File: src/hdl/refcounted_buffer_pool_assert.svh
// ---------------------------------------------------------------------------
// Refcounted buffer pool assertion macros
// Clocked property checks used by the pool top level.
// ---------------------------------------------------------------------------
`ifndef REFCOUNTED_BUFFER_POOL_ASSERT_SVH
`define REFCOUNTED_BUFFER_POOL_ASSERT_SVH

// check a property on every clock edge outside reset
`define RCBP_ASSERT(lbl, prop, msg) \
  lbl: assert property (@(posedge clk_i) disable iff (!rst_ni) (prop)) else $error(msg);

// check that an expression never holds outside reset
`define RCBP_ASSERT_NEVER(lbl, expr, msg) \
  lbl: assert property (@(posedge clk_i) disable iff (!rst_ni) !(expr)) else $error(msg);

`endif

File: src/hdl/rcbp_pkg.sv
// ---------------------------------------------------------------------------
// Refcounted buffer pool package
// Sizes, action and status codes and the request and response structs.
// ---------------------------------------------------------------------------
`default_nettype none

package rcbp_pkg;

  localparam int POOL_ENTRIES = 8;
  localparam int REF_BITS     = 8;
  localparam int IDX_W        = $clog2(POOL_ENTRIES);
  localparam int TOP_W        = $clog2(POOL_ENTRIES + 1);
  localparam int COUNT_OUT_W  = 8;
  localparam int FREE_OUT_W   = 4;
  localparam int IN_DATA_W    = 8;
  localparam int OUT_DATA_W   = 24;

  typedef enum logic [1:0] {
    ACT_ALLOC   = 2'd0,
    ACT_RELEASE = 2'd1,
    ACT_ADDREF  = 2'd2,
    ACT_NOP     = 2'd3
  } action_e;

  typedef enum logic [1:0] {
    ST_OK     = 2'd0,
    ST_EMPTY  = 2'd1,
    ST_UNREF  = 2'd2,
    ST_BADREF = 2'd3
  } status_e;

  typedef struct packed {
    action_e          action;
    logic [IDX_W-1:0] idx;
  } req_t;

  typedef struct packed {
    logic                   granted;
    logic [IDX_W-1:0]       granted_index;
    status_e                status;
    logic [COUNT_OUT_W-1:0] ref_count;
    logic [FREE_OUT_W-1:0]  free_count;
  } rsp_t;

endpackage

`default_nettype wire

File: src/hdl/rcbp_core.sv
// ---------------------------------------------------------------------------
// Refcounted buffer pool core
// Free stack, free top and reference counts, updated once per request.
// ---------------------------------------------------------------------------
`default_nettype none

module rcbp_core
  import rcbp_pkg::*;
(
  input  wire logic clk_i,
  input  wire logic rst_ni,
  input  wire logic req_valid_i,
  input  req_t      req_i,
  output rsp_t      rsp_o
);

  localparam logic [REF_BITS-1:0] CountMax = '1;

  logic [IDX_W-1:0]    stack_q [POOL_ENTRIES];
  logic [REF_BITS-1:0] cnt_q   [POOL_ENTRIES];
  logic [TOP_W-1:0]    top_q, top_d;

  logic [TOP_W-1:0]    top_m1;
  logic [IDX_W-1:0]    pop_idx;
  logic [REF_BITS-1:0] cur_cnt;
  logic                in_pool;

  logic                cnt_we;
  logic [IDX_W-1:0]    cnt_waddr;
  logic [REF_BITS-1:0] cnt_wdata;
  logic                push;

  assign top_m1  = top_q - TOP_W'(1);
  assign pop_idx = stack_q[top_m1[IDX_W-1:0]];
  assign cur_cnt = cnt_q[req_i.idx];
  assign in_pool = TOP_W'(req_i.idx) < TOP_W'(POOL_ENTRIES);

  always_comb begin
    top_d                = top_q;
    cnt_we               = 1'b0;
    cnt_waddr            = req_i.idx;
    cnt_wdata            = cur_cnt;
    push                 = 1'b0;
    rsp_o.granted        = 1'b0;
    rsp_o.granted_index  = req_i.idx;
    rsp_o.status         = ST_OK;
    rsp_o.ref_count      = COUNT_OUT_W'(cur_cnt);
    case (req_i.action)
      ACT_ALLOC: begin
        if (top_q == '0) begin
          rsp_o.status        = ST_EMPTY;
          rsp_o.granted_index = '0;
          rsp_o.ref_count     = '0;
        end else begin
          top_d               = top_m1;
          cnt_we              = 1'b1;
          cnt_waddr           = pop_idx;
          cnt_wdata           = REF_BITS'(1);
          rsp_o.granted       = 1'b1;
          rsp_o.granted_index = pop_idx;
          rsp_o.ref_count     = COUNT_OUT_W'(1);
        end
      end
      ACT_RELEASE: begin
        if (!in_pool) begin
          rsp_o.status    = ST_BADREF;
          rsp_o.ref_count = '0;
        end else if (cur_cnt == '0) begin
          rsp_o.status    = ST_UNREF;
          rsp_o.ref_count = '0;
        end else begin
          cnt_we          = 1'b1;
          cnt_wdata       = cur_cnt - REF_BITS'(1);
          rsp_o.ref_count = COUNT_OUT_W'(cnt_wdata);
          if (cnt_wdata == '0 && top_q < TOP_W'(POOL_ENTRIES)) begin
            push  = 1'b1;
            top_d = top_q + TOP_W'(1);
          end
        end
      end
      ACT_ADDREF: begin
        if (!in_pool) begin
          rsp_o.status    = ST_BADREF;
          rsp_o.ref_count = '0;
        end else if (cur_cnt == '0 || cur_cnt == CountMax) begin
          rsp_o.status    = ST_BADREF;
        end else begin
          cnt_we          = 1'b1;
          cnt_wdata       = cur_cnt + REF_BITS'(1);
          rsp_o.ref_count = COUNT_OUT_W'(cnt_wdata);
        end
      end
      default: begin
        if (!in_pool) begin
          rsp_o.ref_count = '0;
        end
      end
    endcase
    rsp_o.free_count = FREE_OUT_W'(top_d);
  end

  always_ff @(posedge clk_i or negedge rst_ni) begin
    if (!rst_ni) begin
      top_q <= TOP_W'(POOL_ENTRIES);
      for (int k = 0; k < POOL_ENTRIES; k++) begin
        stack_q[k] <= IDX_W'(k);
        cnt_q[k]   <= '0;
      end
    end else if (req_valid_i) begin
      top_q <= top_d;
      if (cnt_we) begin
        cnt_q[cnt_waddr] <= cnt_wdata;
      end
      if (push) begin
        stack_q[top_q[IDX_W-1:0]] <= req_i.idx;
      end
    end
  end

endmodule

`default_nettype wire

File: src/hdl/refcounted_buffer_pool.sv
// ---------------------------------------------------------------------------
// Refcounted buffer pool
// LIFO free list of buffer entries with a reference count per entry.
// ---------------------------------------------------------------------------
//  channel   dir   payload (tdata, low bit up)
//  s_*       in    action[1:0], entry_index[4:2]
//  m_*       out   granted[0], granted_index[3:1], status[5:4],
//                  ref_count[13:6], free_count[17:14]
//
//  One request per cycle sustained while the output is not stalled; the input
//  register feeds the core and the result register captures its reply.
//  The stack and count registers are updated together with the result register.
//  After reset all entries are free, counts are zero, highest index first.
//  A stalled result holds in the result register; the input register keeps
//  accepting until both stages are full.
// ---------------------------------------------------------------------------
`default_nettype none

module refcounted_buffer_pool
  import rcbp_pkg::*;
(
  input  wire logic                  clk_i,
  input  wire logic                  rst_ni,
  input  wire logic                  s_tvalid_i,
  output logic                       s_tready_o,
  input  wire logic [IN_DATA_W-1:0]  s_tdata_i,   // action, entry_index
  output logic                       m_tvalid_o,
  input  wire logic                  m_tready_i,
  output logic [OUT_DATA_W-1:0]      m_tdata_o    // granted, granted_index, status,
                                                  // ref_count, free_count
);

  logic in_valid_q;
  req_t in_req_q;
  logic out_valid_q;
  rsp_t out_rsp_q;
  rsp_t core_rsp;
  logic advance;

  assign advance    = in_valid_q && (!out_valid_q || m_tready_i);
  assign s_tready_o = !in_valid_q || advance;

  always_ff @(posedge clk_i or negedge rst_ni) begin
    if (!rst_ni) begin
      in_valid_q  <= 1'b0;
      out_valid_q <= 1'b0;
    end else begin
      if (s_tready_o) begin
        in_valid_q <= s_tvalid_i;
      end
      if (advance) begin
        out_valid_q <= 1'b1;
      end else if (m_tready_i) begin
        out_valid_q <= 1'b0;
      end
    end
  end

  always_ff @(posedge clk_i) begin
    if (s_tready_o && s_tvalid_i) begin
      in_req_q.action <= action_e'(s_tdata_i[1:0]);
      in_req_q.idx    <= s_tdata_i[2 +: IDX_W];
    end
    if (advance) begin
      out_rsp_q <= core_rsp;
    end
  end

  rcbp_core u_core (
    .clk_i       (clk_i),
    .rst_ni      (rst_ni),
    .req_valid_i (advance),
    .req_i       (in_req_q),
    .rsp_o       (core_rsp)
  );

  assign m_tvalid_o = out_valid_q;
  assign m_tdata_o  = {6'd0, out_rsp_q.free_count, out_rsp_q.ref_count,
                       out_rsp_q.status, out_rsp_q.granted_index, out_rsp_q.granted};

`include "refcounted_buffer_pool_assert.svh"

  `RCBP_ASSERT(a_free_bound,
    m_tvalid_o |-> (out_rsp_q.free_count <= FREE_OUT_W'(POOL_ENTRIES)),
    "free count above pool size")
  `RCBP_ASSERT(a_grant_ok,
    (m_tvalid_o && out_rsp_q.granted) |->
      (out_rsp_q.status == ST_OK && out_rsp_q.ref_count == COUNT_OUT_W'(1)),
    "grant without ok status and count one")
  `RCBP_ASSERT(a_empty_zero,
    (m_tvalid_o && out_rsp_q.status == ST_EMPTY) |->
      (out_rsp_q.free_count == '0 && !out_rsp_q.granted),
    "empty status with free entries")
  `RCBP_ASSERT_NEVER(a_full_ready,
    in_valid_q && out_valid_q && !m_tready_i && s_tready_o,
    "ready while both stages are stalled")

endmodule

`default_nettype wire

File: config.mk
export PLATFORM = sky130hd
export DESIGN_NAME = refcounted_buffer_pool
export DESIGN_NICKNAME = d
export VERILOG_FILES = /design/src/hdl/rcbp_pkg.sv /design/src/hdl/rcbp_core.sv /design/src/hdl/refcounted_buffer_pool.sv
export VERILOG_INCLUDE_DIRS = /design/src /design/src/hdl
export SDC_FILE = /design/constraint.sdc
export NUM_CORES = 1
export LEC_CHECK = 0
export BUFFER_PORTS_ARGS = -buffer_cell sky130_fd_sc_hd__buf_2
export CORE_ASPECT_RATIO = 1.1
export CORE_MARGIN = 10
export CORE_UTILIZATION = 35
export DETAILED_ROUTE_END_ITERATION = 6
export PLACE_DENSITY = 0.53
export SKIP_LAST_GASP = 1
export SYNTH_ARGS = -nofsm -noshare
export SYNTH_HDL_FRONTEND = slang
export SYNTH_SLANG_ARGS = --single-unit
File: constraint.sdc
create_clock -name clk_i -period 3.4 [get_ports clk_i]
set_clock_uncertainty 0.05 [all_clocks]
set_input_delay 0.34 -clock clk_i [delete_from_list [all_inputs] [get_ports clk_i]]
set_output_delay 0.34 -clock clk_i [all_outputs]
set_load 0.02 [all_outputs]
Word-level counts from Yosys, hierarchy flattened --
Cells that the tools add are included.
Cells by class: add/subtract/negate cells 4, $mul 0, div/mod/pow operators 0, $lt $le $gt $ge 7, equal/unequal tests 3, shift-type cells 0, mux-type cells 40, bitwise operators 4, reductions and logical operators 17
Operators with widths (count):
- 64-bit bitwise mux | 1
- 8-bit 2-to-1 mux | 7
- 8-bit case mux with 3 select lines | 2
- 8-bit binary-select mux with 3-bit select | 1
- 24-bit bitwise mux | 1
- 8-bit demux with 3-bit select | 1
- 3-bit 2-to-1 mux | 7
- 4-bit greater-or-equal comparator (second input constant) | 4
- 8-bit logical NOT | 2
- 3-bit NOT with 4-bit output | 4
- 4-bit 2-to-1 mux | 3
- 1-bit 2-to-1 mux | 10
- 3-bit binary-select mux with 3-bit select | 1
- 3-bit demux with 3-bit select | 1
- 8-bit by 1-bit adder with 8-bit output (second input constant) | 1
- 8-bit equality test (second input constant) | 1
- 4-bit by 1-bit < comparator with 1-bit output (second input constant) | 2
- 4-bit case mux with 2 select lines | 1
- 8-bit by 1-bit subtractor with 8-bit output (second input constant) | 1
- 2-bit case mux with 3 select lines | 1
- 1-bit logical AND | 5
- 4-bit by 1-bit adder with 4-bit output (second input constant) | 1
- 4-bit logical NOT | 1
- 4-bit < comparator (second input constant) | 1
- 10 further kinds | 15
Storage, ports and cells: bits in registers 117, bits in latches 0, memory bits (writable) 0, ROM bits 0, input port bits 12, output and inout bits 26, logic and storage cells 101, memories kept 0

Depth between registers and ports, before layout --
word-level depth 13, gate-level depth with buffers 12, depth with buffers taken out 10

Modules after synthesis --
From an unflattened synthesis, not the netlist that was laid out.
Second synthesis, totals: cells, all modules 518, area, all modules 6478.7 um^2
By module, submodules not included:
- rcbp_core | times used 1, cells an instance 480, area each 5635.4 um^2, sequential area each 2318.5 um^2
- refcounted_buffer_pool | times used 1, cells an instance 38, area each 843.3 um^2, sequential area each 740.7 um^2

Least setup slack after synthesis --
OpenSTA, ideal clock, no wires.
path kind register to register, start point reg u_core.top_q[0], end point reg u_core.cnt_q[48] in the netlist's numbering, library setup time 125 ps, arrival 3547 ps, required time 3225 ps, path slack -322 ps, cell stages (with the launch flop) 12, path buffers 2, clock period less this slack 3722 ps, cell sequence dfrtp_1 > buf_1 > inv_1 > ha_1 > clkbuf_1 > mux4_2 > mux2i_1 > o21ai_0 > or2_2 > a211o_1 > nor3b_2 > mux2_2
On the way: cells in the longest elaborated chain, start to end 13, elaborated cells between the ends (all ways) 20, classes of those cells add/sub (1); order compare (2); mux (12); bitwise (2); reduce/logical (3)
Ends and longest elaborated chain:
- start, declared | line rcbp_core.sv:21 | logic [TOP_W-1:0] top_q, top_d;
- start signal, assigned | line rcbp_core.sv:104 | top_q <= TOP_W'(POOL_ENTRIES);
- start signal, assigned | line rcbp_core.sv:110 | top_q <= top_d;
- 4-bit by 1-bit subtractor with 4-bit output | line rcbp_core.sv:33 | assign top_m1 = top_q - TOP_W'(1);
- 3-bit NOT with 4-bit output (not written as such) | line rcbp_core.sv:34 | assign pop_idx = stack_q[top_m1[IDX_W-1:0]];
- 3-bit binary-select mux with 3-bit select | line rcbp_core.sv:34
- 3-bit 2-to-1 mux (not written as such) (2 in series) | line rcbp_core.sv:34
- 3-bit 2-to-1 mux | line rcbp_core.sv:50 | if (top_q == '0) begin
- 3-bit 2-to-1 mux | line rcbp_core.sv:48 | case (req_i.action)
- 3-bit NOT with 4-bit output (not written as such) | line rcbp_core.sv:112 | cnt_q[cnt_waddr] <= cnt_wdata;
- 4-bit greater-or-equal comparator (not written as such) / 4-bit by 1-bit < comparator with 1-bit output (equally long branches) | line rcbp_core.sv:112
- 1-bit logical AND (not written as such) | line rcbp_core.sv:112
- 8-bit 2-to-1 mux (not written as such) | line rcbp_core.sv:112
- 8-bit demux with 3-bit select | line rcbp_core.sv:112
- 64-bit bitwise mux | line rcbp_core.sv:112
- end signal, assigned by index | line rcbp_core.sv:112
- end, declared | line rcbp_core.sv:20 | logic [REF_BITS-1:0] cnt_q [POOL_ENTRIES];
Several ways; a longest one is shown, not always the timed one. The select of a mux whose other input is x is not followed. A chain may end at the register's enable or synchronous reset.

Final worst setup path --
start point reg in_req_q[0] in the netlist's numbering, end point reg u_core.stack_q[7] in the netlist's numbering
On the way: cells in the longest elaborated chain, start to end 11, elaborated cells between the ends (all ways) 12, classes of those cells add/sub (1); mux (6); bitwise (1); reduce/logical (4)
Ends and longest elaborated chain:
- start, declared | line refcounted_buffer_pool.sv:34 | req_t in_req_q;
- 3-bit NOT with 4-bit output (not written as such) * | line rcbp_core.sv:35 | assign cur_cnt = cnt_q[req_i.idx];
- 8-bit binary-select mux with 3-bit select * | line rcbp_core.sv:35
- 8-bit 2-to-1 mux (not written as such) * (2 in series) | line rcbp_core.sv:35
- 8-bit by 1-bit subtractor with 8-bit output | line rcbp_core.sv:73 | cnt_wdata = cur_cnt - REF_BITS'(1);
- 8-bit logical NOT | line rcbp_core.sv:75 | if (cnt_wdata == '0 && top_q < TOP_W'(POOL_ENTRIES)) begin
- 1-bit logical AND | line rcbp_core.sv:75
- 1-bit 2-to-1 mux | line rcbp_core.sv:75
- 1-bit 2-to-1 mux * | line rcbp_core.sv:68 | end else if (cur_cnt == '0) begin
- 1-bit 2-to-1 mux * | line rcbp_core.sv:48
- 2-bit AND reduction (no line) *
- end signal, assigned by index | line rcbp_core.sv:106 | stack_q[k] <= IDX_W'(k);
- end signal, assigned by index | line rcbp_core.sv:115 | stack_q[top_q[IDX_W-1:0]] <= req_i.idx;
- end, declared | line rcbp_core.sv:19 | logic [IDX_W-1:0] stack_q [POOL_ENTRIES];
Mark *: on every way between the ends. The rest lies on a longest branch, timed or not. The select of a mux whose other input is x is not followed.

==> metrics.txt <==
Core Box Area 0.0183 mm²; Post-Syn Instances 517; Area Growth Syn to Fin 37.2%; r2r setup slk -0.08 ns; die width 150 µm; final RePlAce weighted congestion 0.878; Main synth FF type dfrtp_1; layout cells sized above 1 53.4%; placed cell areas 0.00768 mm²; die area 0.0245 mm²; Slew Limit Fails 0; Ys Warns 0; Hold Fails Final Rpt 0; Hold Path Class input port to flop; CP Data Required Time 3.65 ns; power density over cell area 762 mW/mm²; MaxCap Viol Count 0; FFs w/ async S/R, synth 80.3%; HPWL Detailed 12.6 mm; EDFF count, synth 23; hold depth 1; io pins 38; via count 5,029; initial antenna violation count 0; grt total ovfl 0; Worst EP arrival 3.73 ns; Avg Synthesized Cell Area 12.6 µm²; ANT nets after route 0; Seq/Total Area, Yosys 46.9%; Max VDD drop 424 µV; worst-path maximum fanout 4; clk slew on worst S/H paths 0.06 ns; H-tree lvl count 4; die height 163 µm; num rows 52; vias in the first global route 5,063; Fmax achieved 0.287 GHz; Hold Crit Start s_tdata_i[4]; Final WS setup -0.0801 ns; worst r2r dst u_core.stack_q[7]; Final setup viols 24; reg2reg start in_req_q[0]; Placement Setup Slack -0.244 ns; DR vias/cell 5.50; Tightest Pin Transition 0.698 ns; CTS Buffer Depth 2; startpoint types flop; Setup CP Type flop to flop; ant diodes 0; Setup crit end kind flop; drt wl/cell 20.3 µm; Period Utilization, post-route 102%; slowest CP cell or4_4; minimum clock period 3.48 ns; R2R cell count 10; cells along the critical path buf_6 > mux4_2 > mux2i_4 > ha_2 > o2111ai_2 > a211oi_2 > buf_4 > o2111ai_4 > or4_4 > mux2_1; max incr delay on CP 0.61 ns; I/O Buffers 28; net count reported at finish 677; Post-Syn Area 0.00652 mm²; P_leak 3.94 nW; 1st-iter DRT viols 446; violated checks setup timing; Yosys cell types 77; root buffer cell clkbuf_16; Final Cell Area 0.00894 mm²; WL final 18.6 mm; status finished, violations left; largest net degree at the start of global routing 54; CTS sink cnt 117; Num CTS Buffers 17; CTS tree built; Hold Path End in_req_q[2]; Starting Density 35.5%; RSZ-0062 raised after global routing yes; Worst-Skew Late Latency 0.42 ns; Tot GR Track Use 14.9%; #FFs+latches synth 117; first-pass iteration count of the detailed router 5; relative slew slack 52.1%; Post-route DRC 0; first-pass GRT wire length 28.3 mm
-- how the worst max path moves through the flow --
stage | from | endpoint | slack, ns | depth (start not counted)
6_report | in_req_q[0] | u_core.stack_q[7] | -0.08 | 10
5_1_grt | in_req_q[0] | u_core.stack_q[23] | -0.22 | 12
4_1_cts | in_req_q[0] | u_core.stack_q[19] | -0.11 | 12
3_5_place_dp | in_req_q[0] | u_core.stack_q[19] | -0.24 | 11
3_3_place_gp | in_req_q[0] | u_core.stack_q[19] | -0.28 | 11
2_1_floorplan | in_req_q[0] | u_core.stack_q[7] | 0.06 | 9
-- worst max-delay path: cells and delay by family (launching register included) --
kind | cells | cell delay [ns]
DFF | 1 | 0.49
buffers and inverters | 2 | 0.31
muxes | 3 | 1.08
AOI/OAI and AO/OA | 3 | 0.57
adders and majority gates | 1 | 0.24
and+or+nand+nor | 1 | 0.61
-- metal layers --
layer	part of all wire, %	track usage (%)
met2	50	24.6
met1	43	18.6
met4	2.5	5.84
met3	4.5	3.13
met5	0	0
-- per-stage QoR --
stage	setup TNS, ns	hold WS [ns]	power (W)	util [%]	instances
3_5_place_dp	-16.83	0.364	0.00439	41.8	863
6_report	-0.672	0.0401	0.00682	48.8	914
3_3_place_gp	-14.57	0.352	0.00432	41.8	863
2_1_floorplan	0	-0.00559	0.00335	-	522
5_1_grt	-7.00	0.0373	0.00716	48.8	914
4_1_cts	-2.18	0.0288	0.00634	46.3	902
-- cells in the final DEF, fill, tap and decap left out, types with 4 or more instances in the layout --
cell	count
clkbuf_16	20
mux4_2	20
edfxtp_1	23
nand4_1	5
mux2_4	32
nor3_1	12
dfrtp_1	81
o21ai_0	10
and2_1	5
or4_1	7
xnor2_1	4
nand2_1	28
nor4_4	4
inv_1	8
mux2i_1	13
nor2_1	16
mux2_2	61
ha_1	5
mux2i_4	4
buf_6	14
buf_12	8
o211ai_1	4
a21oi_1	11
nand3_1	8
clkbuf_1	4
a31oi_1	6
a21o_1	5
dfstp_2	13
buf_4	97
buf_2	27
conb_1	6
-- cell type report --
type	count	area, µm²
clock inverters	6	58.8
repair buffers	147	1190
clock buffers	26	543
well taps	243	304
flip-flops and latches	117	3060
inverters	12	45.0
multi-input cells	363	3740
fillers	1602	9400
-- state kept, by name, summed over array words and instances, names as in the netlist --
name / count
in_req_q: 5
in_valid_q: 1
m_tdata_o: 18
m_tvalid_o: 1
u_core.cnt_q: 64
u_core.stack_q: 24
u_core.top_q: 4
-- synth_stat cells (8+ instances only) --
library cell | instances | share of area (%)
dfstp_2 | 13 | 5.2
a21oi_1 | 11 | 0.84
dfrtp_1 | 81 | 31
edfxtp_1 | 23 | 11
o21ai_0 | 11 | 0.84
or4_1 | 8 | 0.92
nand2_1 | 28 | 1.6
inv_1 | 9 | 0.52
buf_2 | 8 | 0.61
mux2_2 | 90 | 16
clkbuf_1 | 13 | 0.75
nor2_1 | 17 | 0.98
nor3_1 | 13 | 1.0
nand3_1 | 10 | 0.77
mux4_2 | 20 | 6.9
mux2i_1 | 14 | 2.1
-- where the power goes --
group          total (W)  internal (W)  switching (W)  leakage [nW]
Sequential       0.00193       0.00176       0.000168          1.45
Combinational    0.00307       0.00148        0.00159          2.20
Clock            0.00181       0.00117       0.000639         0.296
-- logic make-up after synthesis --
logic type / count (synthesis) / share of synthesized area, %
xor gates and xnor gates: 5 / 0.672
adders and majority gates: 7 / 1.34
AOI/OAI and AO/OA: 84 / 9.79
DFF: 117 / 46.9
other: 1 / 0.0575
and+or+nand+nor: 126 / 11.3
buffers and inverters: 44 / 3.38
muxes: 133 / 26.6
-- repair_timing --
action                                 CTS  global route
setup buffers                            5            13
endpoints found under the hold margin   51             0
hold buffers                             1             0
pin swaps                                1            21
resized for setup                       26            75
cloned                                   1             2
setup endpoints to repair               99           100
No activity file was read; power rests on OpenSTA's default activity.
